### src/rtl/hhfl_pkg.sv
// ----------------------------------------------------------------------------
// hhfl_pkg
// Shared types and constants of the HTTP header field locator.
// ----------------------------------------------------------------------------
package hhfl_pkg;

    localparam int MAX_BLOCK_BYTES = 8192;
    // position counter must hold MAX_BLOCK_BYTES itself
    localparam int POS_W  = $clog2(MAX_BLOCK_BYTES + 1);
    localparam int OFF_W  = 13;
    localparam int KIND_W = 4;
    localparam int IDX_W  = 5;
    localparam int NAMES  = 8;

    localparam logic [KIND_W-1:0] KIND_REQ  = 4'd0;
    localparam logic [KIND_W-1:0] KIND_NONE = 4'd0;
    localparam logic [KIND_W-1:0] KIND_END  = 4'd9;

    localparam logic [7:0] CH_CR    = 8'h0D;
    localparam logic [7:0] CH_LF    = 8'h0A;
    localparam logic [7:0] CH_COLON = 8'h3A;
    localparam logic [7:0] CH_SP    = 8'h20;
    localparam logic [7:0] CH_TAB   = 8'h09;

    typedef enum logic [2:0] {
        PH_REQ      = 3'd0,
        PH_NAME     = 3'd1,
        PH_SKIPWS   = 3'd2,
        PH_VALUE    = 3'd3,
        PH_SKIPLINE = 3'd4,
        PH_DONE     = 3'd5
    } t_phase;

    typedef struct packed {
        logic [NAMES-1:0]  cand;
        logic [KIND_W-1:0] kind;
    } t_match;

    typedef struct packed {
        logic              fin;
        logic [OFF_W-1:0]  len;
        logic [OFF_W-1:0]  off;
        logic [KIND_W-1:0] kind;
    } t_rec;

endpackage

### src/rtl/http_header_field_locator.sv
// ----------------------------------------------------------------------------
// http_header_field_locator
// Locates request line and known header values in an HTTP header block.
// ----------------------------------------------------------------------------
// A record is registered into the output register, or into the skid entry while
// the sink stalls, when the word that completes it is accepted. Throughput: one
// byte word per cycle while the skid entry is empty, set by the single state
// update per word; a two-entry output stage holds results while the sink stalls.
// Reset (synchronous, active low) and every word marked tlast return the parser to the request line phase.
module http_header_field_locator (
    input  logic        i_clk,
    input  logic        i_rst_n,
    input  logic        i_s_axis_tvalid,
    output logic        o_s_axis_tready,
    input  logic [7:0]  i_s_axis_tdata,   // [7:0] byte_in
    input  logic        i_s_axis_tlast,   // block_end
    output logic        o_m_axis_tvalid,
    input  logic        i_m_axis_tready,
    output logic [31:0] o_m_axis_tdata,   // [3:0] field_kind, [16:4] value_offset,
                                          // [29:17] value_length, [31:30] zero
    output logic        o_m_axis_tlast    // finished
);

    localparam int OW = hhfl_pkg::OFF_W;

    hhfl_pkg::t_phase                 r_phase, n_phase;
    logic [hhfl_pkg::POS_W-1:0]       r_pos, n_pos;
    logic                             r_cr, n_cr;
    logic [hhfl_pkg::IDX_W-1:0]       r_idx, n_idx;
    logic [hhfl_pkg::NAMES-1:0]       r_cand, n_cand;
    logic [hhfl_pkg::KIND_W-1:0]      r_kind, n_kind;
    logic [OW-1:0]                    r_vstart, n_vstart;
    logic                             r_empty, n_empty;

    hhfl_pkg::t_rec                   r_out, r_skid, w_rec;
    logic                             r_out_valid, r_skid_valid;
    logic                             w_res;

    hhfl_pkg::t_match                 w_match;
    logic                             w_acc, w_take, w_crlf;
    logic [7:0]                       w_b;
    logic [OW-1:0]                    w_crpos;

    hhfl_name_match u_match (
        .i_cand  (r_cand),
        .i_idx   (r_idx),
        .i_byte  (w_b),
        .o_match (w_match)
    );

    assign o_s_axis_tready = !r_skid_valid;
    assign w_acc   = i_s_axis_tvalid && o_s_axis_tready;
    assign w_b     = i_s_axis_tdata;
    assign w_take  = (r_pos < hhfl_pkg::POS_W'(hhfl_pkg::MAX_BLOCK_BYTES));
    assign w_crlf  = r_cr && (w_b == hhfl_pkg::CH_LF);
    assign w_crpos = OW'(r_pos) - OW'(1);

    // result record for the accepted word
    always_comb begin
        w_res      = 1'b0;
        w_rec.kind = hhfl_pkg::KIND_END;
        w_rec.off  = '0;
        w_rec.len  = '0;
        w_rec.fin  = 1'b0;
        if (w_take && w_crlf) begin
            unique case (r_phase)
                hhfl_pkg::PH_REQ: begin
                    w_res      = 1'b1;
                    w_rec.kind = hhfl_pkg::KIND_REQ;
                    w_rec.len  = w_crpos;
                end
                hhfl_pkg::PH_NAME: begin
                    if (r_empty) begin
                        w_res     = 1'b1;
                        w_rec.fin = 1'b1;
                    end
                end
                hhfl_pkg::PH_VALUE: begin
                    w_res      = 1'b1;
                    w_rec.kind = r_kind;
                    w_rec.off  = r_vstart;
                    w_rec.len  = w_crpos - r_vstart;
                end
                hhfl_pkg::PH_SKIPWS, hhfl_pkg::PH_SKIPLINE, hhfl_pkg::PH_DONE: begin
                end
                default: begin
                end
            endcase
        end
        if (i_s_axis_tlast) begin
            if (w_res) begin
                w_rec.fin = 1'b1;
            end else if (r_phase != hhfl_pkg::PH_DONE) begin
                w_res     = 1'b1;
                w_rec.fin = 1'b1;
            end
        end
    end

    // parser state update
    always_comb begin
        n_phase  = r_phase;
        n_pos    = r_pos;
        n_cr     = r_cr;
        n_idx    = r_idx;
        n_cand   = r_cand;
        n_kind   = r_kind;
        n_vstart = r_vstart;
        n_empty  = r_empty;
        if (w_take && r_phase != hhfl_pkg::PH_DONE) begin
            if (w_crlf) begin
                n_idx   = '0;
                n_cand  = '1;
                n_empty = 1'b1;
                n_cr    = 1'b0;
                n_phase = (r_phase == hhfl_pkg::PH_NAME && r_empty) ?
                          hhfl_pkg::PH_DONE : hhfl_pkg::PH_NAME;
            end else begin
                n_empty = r_empty && (w_b == hhfl_pkg::CH_CR) && !r_cr;
                unique case (r_phase)
                    hhfl_pkg::PH_NAME: begin
                        n_cand = w_match.cand;
                        if (w_b == hhfl_pkg::CH_COLON) begin
                            if (w_match.kind != hhfl_pkg::KIND_NONE) begin
                                n_kind  = w_match.kind;
                                n_phase = hhfl_pkg::PH_SKIPWS;
                            end else begin
                                n_phase = hhfl_pkg::PH_SKIPLINE;
                            end
                        end
                        if (r_idx != '1) begin
                            n_idx = r_idx + hhfl_pkg::IDX_W'(1);
                        end
                    end
                    hhfl_pkg::PH_SKIPWS: begin
                        if (w_b != hhfl_pkg::CH_SP && w_b != hhfl_pkg::CH_TAB) begin
                            n_vstart = OW'(r_pos);
                            n_phase  = hhfl_pkg::PH_VALUE;
                        end
                    end
                    hhfl_pkg::PH_REQ, hhfl_pkg::PH_VALUE, hhfl_pkg::PH_SKIPLINE,
                    hhfl_pkg::PH_DONE: begin
                    end
                    default: begin
                    end
                endcase
                n_cr = (w_b == hhfl_pkg::CH_CR);
            end
        end
        if (w_take) begin
            n_pos = r_pos + hhfl_pkg::POS_W'(1);
        end
        // block end: back to the request line
        if (i_s_axis_tlast) begin
            n_phase  = hhfl_pkg::PH_REQ;
            n_pos    = '0;
            n_cr     = 1'b0;
            n_idx    = '0;
            n_cand   = '1;
            n_kind   = '0;
            n_vstart = '0;
            n_empty  = 1'b1;
        end
    end

    always_ff @(posedge i_clk) begin
        if (!i_rst_n) begin
            r_phase  <= hhfl_pkg::PH_REQ;
            r_pos    <= '0;
            r_cr     <= 1'b0;
            r_idx    <= '0;
            r_cand   <= '1;
            r_kind   <= '0;
            r_vstart <= '0;
            r_empty  <= 1'b1;
        end else if (w_acc) begin
            r_phase  <= n_phase;
            r_pos    <= n_pos;
            r_cr     <= n_cr;
            r_idx    <= n_idx;
            r_cand   <= n_cand;
            r_kind   <= n_kind;
            r_vstart <= n_vstart;
            r_empty  <= n_empty;
        end
    end

    // output register plus skid entry
    always_ff @(posedge i_clk) begin
        if (!i_rst_n) begin
            r_out_valid  <= 1'b0;
            r_skid_valid <= 1'b0;
        end else if (r_skid_valid) begin
            if (i_m_axis_tready) begin
                r_out_valid  <= 1'b1;
                r_skid_valid <= 1'b0;
            end
        end else if (w_acc && w_res) begin
            if (!r_out_valid || i_m_axis_tready) begin
                r_out_valid <= 1'b1;
            end else begin
                r_skid_valid <= 1'b1;
            end
        end else if (i_m_axis_tready) begin
            r_out_valid <= 1'b0;
        end
    end

    always_ff @(posedge i_clk) begin
        if (r_skid_valid) begin
            if (i_m_axis_tready) begin
                r_out <= r_skid;
            end
        end else if (w_acc && w_res) begin
            if (!r_out_valid || i_m_axis_tready) begin
                r_out <= w_rec;
            end else begin
                r_skid <= w_rec;
            end
        end
    end

    assign o_m_axis_tvalid = r_out_valid;
    assign o_m_axis_tdata  = {2'b00, r_out.len, r_out.off, r_out.kind};
    assign o_m_axis_tlast  = r_out.fin;

endmodule

### src/rtl/hhfl_name_match.sv
// ----------------------------------------------------------------------------
// hhfl_name_match
// Parallel comparator of one name byte against the eight known field names.
// ----------------------------------------------------------------------------
module hhfl_name_match (
    input  logic [hhfl_pkg::NAMES-1:0] i_cand,
    input  logic [hhfl_pkg::IDX_W-1:0] i_idx,
    input  logic [7:0]                 i_byte,
    output hhfl_pkg::t_match           o_match
);

    // string literals are right-justified: first character sits highest
    localparam logic [16*8-1:0] NAME_STR [hhfl_pkg::NAMES] = '{
        128'("Host:"),
        128'("User-Agent:"),
        128'("Accept:"),
        128'("Accept-Language:"),
        128'("Accept-Encoding:"),
        128'("Content-Length:"),
        128'("Content-Type:"),
        128'("Connection:")
    };
    localparam logic [hhfl_pkg::IDX_W-1:0] NAME_LEN [hhfl_pkg::NAMES] = '{
        5'd5, 5'd11, 5'd7, 5'd16, 5'd16, 5'd15, 5'd13, 5'd11
    };

    logic [hhfl_pkg::NAMES-1:0] w_cand;
    logic [3:0]                 w_sel [hhfl_pkg::NAMES];

    always_comb begin
        for (int k = 0; k < hhfl_pkg::NAMES; k++) begin
            w_sel[k]  = 4'(NAME_LEN[k] - 5'd1 - i_idx);
            w_cand[k] = i_cand[k] && (i_idx < NAME_LEN[k]) &&
                        (NAME_STR[k][{w_sel[k], 3'b000} +: 8] == i_byte);
        end
    end

    // lowest surviving candidate wins
    always_comb begin
        o_match.cand = w_cand;
        o_match.kind = hhfl_pkg::KIND_NONE;
        for (int k = hhfl_pkg::NAMES - 1; k >= 0; k--) begin
            if (w_cand[k]) begin
                o_match.kind = hhfl_pkg::KIND_W'(k + 1);
            end
        end
    end

endmodule

### config.mk
export PLATFORM = sky130hd
export DESIGN_NAME = http_header_field_locator
export DESIGN_NICKNAME = d
export VERILOG_FILES = /design/src/rtl/hhfl_pkg.sv /design/src/rtl/http_header_field_locator.sv /design/src/rtl/hhfl_name_match.sv
export SDC_FILE = /design/constraint.sdc
export NUM_CORES = 1
export LEC_CHECK = 0
export ABC_AREA = 0
export CORE_AREA = 5 5 122 124
export DETAILED_ROUTE_END_ITERATION = 8
export DIE_AREA = 0 0 127 129
export DONT_BUFFER_PORTS = 1
export PLACE_DENSITY = 0.86
export SLEW_MARGIN = 20
export SYNTH_ARGS = -nofsm -noshare
export SYNTH_HDL_FRONTEND = slang
export SYNTH_SLANG_ARGS = --single-unit
export TNS_END_PERCENT = 20
### constraint.sdc
create_clock -name i_clk -period 8.9 [get_ports i_clk]
set_input_delay 1.335 -clock i_clk [delete_from_list [all_inputs] [get_ports i_clk]]
set_output_delay 1.335 -clock i_clk [all_outputs]
set_load 0.05 [all_outputs]
==> reports/summary.txt <==
Least-Margin Pin Slew: 1.134 ns
Die Area: 16380 um2
Final Hold Fails: 0
Startpoint type of the worst setup path: flop
Share of layout cells above drive strength 1: 0.08047
Hold Slack: 0.4495 ns
Vias per cell: 6.728
Mapped cell area: 8097 um2
Chip width: 127 um
Required time of the worst setup path: 9.19 ns
VDD IR max: 0.1186 mV
DP Cell Count: 1080
Main synth FF type: edfxtp_1
Die Ht: 129 um
Setup ws final: 4.106 ns
Setup TNS: 0 ns
Leakage: 3.122 nW
Hold WC Path Type: reg -> reg
CTS tree: yes
Diode count: 0
Final core occ: 0.6385
RD Place Congestion: 0.9772
Routed via count: 7481
Post-placement setup slack: 4.255 ns
Hold Buf Count CTS: 0
DRT Wirelength: 23.83 mm
Initial Util: 0.5925
Clock sink total: 113
Max Transition Viols Final: 0
Drt first pass iters: 6
Post-CTS Setup Inserts: 0
RSZ-0062 raised after global routing: false
Yosys warns: 0
Nets@finish: 963
Crit-path cells: ha_1 -> inv_1 -> ha_1 -> a21oi_1 -> o211ai_1 -> a31oi_1 -> or3b_1 -> nand4bb_1 -> nand4bb_1 -> nor4b_1 -> o311ai_0 -> mux2i_1
Synth area leader: edfxtp_1
CTS resizes: 0
Setup Viol. Count Final: 0
Netlist cell types: 89
Layout area overhead: 7.773%
Max FO, Critical Path: 28
Tcrit/Tclk final: 0.5386
Grt ovf: 0
Core area: 13670 um2
GR Util All Layers: 0.2909
CTS Buf Count: 17
Slowest-stage cell, CP: ha_1
Post-synthesis sequential area ratio: 0.3561
CP arrival: 5.09 ns
EDFF count, synth: 62
Synth area leaders: edfxtp_1 23%, dfxtp_1 13%, nand2_1 5.1%, ha_1 4.6%, xnor2_1 4.4%
Fin crit period: 4.794 ns
Rows: 43
Crit path kind: reg -> reg
CTS root buf: clkbuf_16
CTS max path bufs: 2
Critical path's largest stage delay: 0.90 ns
PD cells: 171.9 nW/um2
H-tree depth: 4
Post-Syn Area per Cell: 8.416 um2
First-pass GRT wire length: 37.70 mm
Detailed Place HPWL: 15.83 mm
# port buffers: 0
Area share of the largest cell type after synthesis: 0.2299
Synthesized flop and latch total: 113
Finished Layout Cells: 1112
Vias in the first global route: 6919
ANT nets after route: 0
DR WL/cell: 21.43 um
Syn Inst Count: 962
Clock-pin slew of the registers on the worst-case setup and hold paths: 0.06 ns
Initial antenna violation count: 0
Number of DRC markers in iteration 0: 1182
Register-to-Register Setup Slack: 4.11 ns
Largest net degree at the start of global routing: 50
# IOs: 48
F_max: 208.6 MHz
Crit end category: flop
Status: finished clean
# DRC: 0
Post-synth ARST share: 0
Setup Skew: 0.006003 ns
Clock Latency Late Sink: 0.42 ns
Max cap viols: 0
Slew HR: 0.2383
[per-layer routing]
layer / track usage / part of all wire / vias up / wire (um)
met5: 0 / 0 / - / 0
met4: 0.1192 / 0.035 / 0 / 834
met3: 0.07763 / 0.11 / 91 / 2694
met2: 0.4611 / 0.45 / 505 / 10820
met1: 0.3796 / 0.40 / 3491 / 9473
li1: - / - / 3394 / -
[registers in the layout, indices dropped and copies added (netlist names)]
signal,cells
r_skid,31
r_empty,1
r_pos,14
o_m_axis_tdata,30
r_phase,3
r_skid_valid,1
r_idx,5
r_cand,8
r_cr,1
r_vstart,13
o_m_axis_tlast,1
r_kind,4
o_m_axis_tvalid,1
[layout make-up]
type | instances | area [um2]
tap | 180 | 225.2
inverter | 46 | 186.4
clock inverter | 15 | 221.5
timing repair buffer | 6 | 45.04
sequential | 113 | 2883
clock buffer | 17 | 425.4
fill | 1106 | 4940
multi-input combinational | 735 | 4740
[critical path: cells and delay by family (launching register included)]
kind                       cells  cell delay (ns)
AOI/OAI and AO/OA              4             0.98
adders and majority gates      2             1.42
buffers and inverters          1             0.16
DFF                            1             0.80
muxes                          1             0.12
and+or+nand+nor                4             1.18
[cells by family after synthesis]
logic type,share of synthesized area
and+or+nand+nor,0.2247
AOI/OAI and AO/OA,0.1927
buffers and inverters,0.06104
DFF,0.3561
xor gates and xnor gates,0.07588
adders and majority gates,0.04883
muxes,0.04033
other,0.0004632
[through the flow]
stage	power, mW	instance area (um2)
final	1.500	8726
after floorplan	0.7249	8100
after detailed placement	0.7493	8071
after global routing	1.545	8726
after CTS	1.503	8718
after global placement	0.7436	8071
[worst paths after layout]
kind | from | end | cells past startpoint
max | r_idx[1]$_SDFFE_PN0P_ | r_kind[0]$_SDFFE_PN0P_ | 12
min | r_vstart[5]$_SDFFE_PN0P_ | r_vstart[5]$_SDFFE_PN0P_ | 2
max reg2reg | r_idx[1]$_SDFFE_PN0P_ | r_kind[0]$_SDFFE_PN0P_ | 12
min reg2reg | r_vstart[5]$_SDFFE_PN0P_ | r_vstart[5]$_SDFFE_PN0P_ | 2
[power breakdown]
part           total (mW)  switching [mW]  internal (mW)
registers           0.596          0.0347          0.561
logic               0.153          0.0983         0.0552
clock network       0.751           0.273          0.478
total                1.50           0.406           1.09
[cells in the mapped netlist (5+ instances only)]
library cell  count
nand3b_1          7
a21boi_0          5
a22oi_1           8
o31ai_1          23
nand2_1         109
o21a_1            5
and2_1            8
a21oi_1          59
inv_1            42
clkbuf_1         46
mux2_2           13
xnor2_1          41
dfxtp_1          51
o22ai_1          14
xor2_1           21
nor3b_1           7
mux2i_1          18
a31oi_1           7
ha_1             30
or3_1            13
nor3_1           32
o21ai_0          45
buf_2             9
nor2_1           88
nor2b_1          14
nor4_1            5
nand2b_1          7
o211ai_1          6
and3_1           12
nand4_1          11
buf_1             7
edfxtp_1         62
nand3_1          34
a21o_1            5
[layout by cell type, fill, tap and decap left out, types with 13 or more instances in the layout]
cell       synthesis  routed
o22ai_1           14      14
mux2i_1           18      18
clkbuf_16          0      17
xnor2_1           41      40
o21ai_0           45      44
nand3_1           34      34
xor2_1            21      21
o31ai_1           23      23
inv_1             42      42
a21oi_1           59      59
ha_1              30      30
or3_1             13      13
nor2b_1           14      14
mux2_2            13      13
nor2_1            88      88
edfxtp_1          62      62
nor3_1            32      32
dfxtp_1           51      51
nand2_1          109     109
No activity file was read; power rests on OpenSTA's default activity.
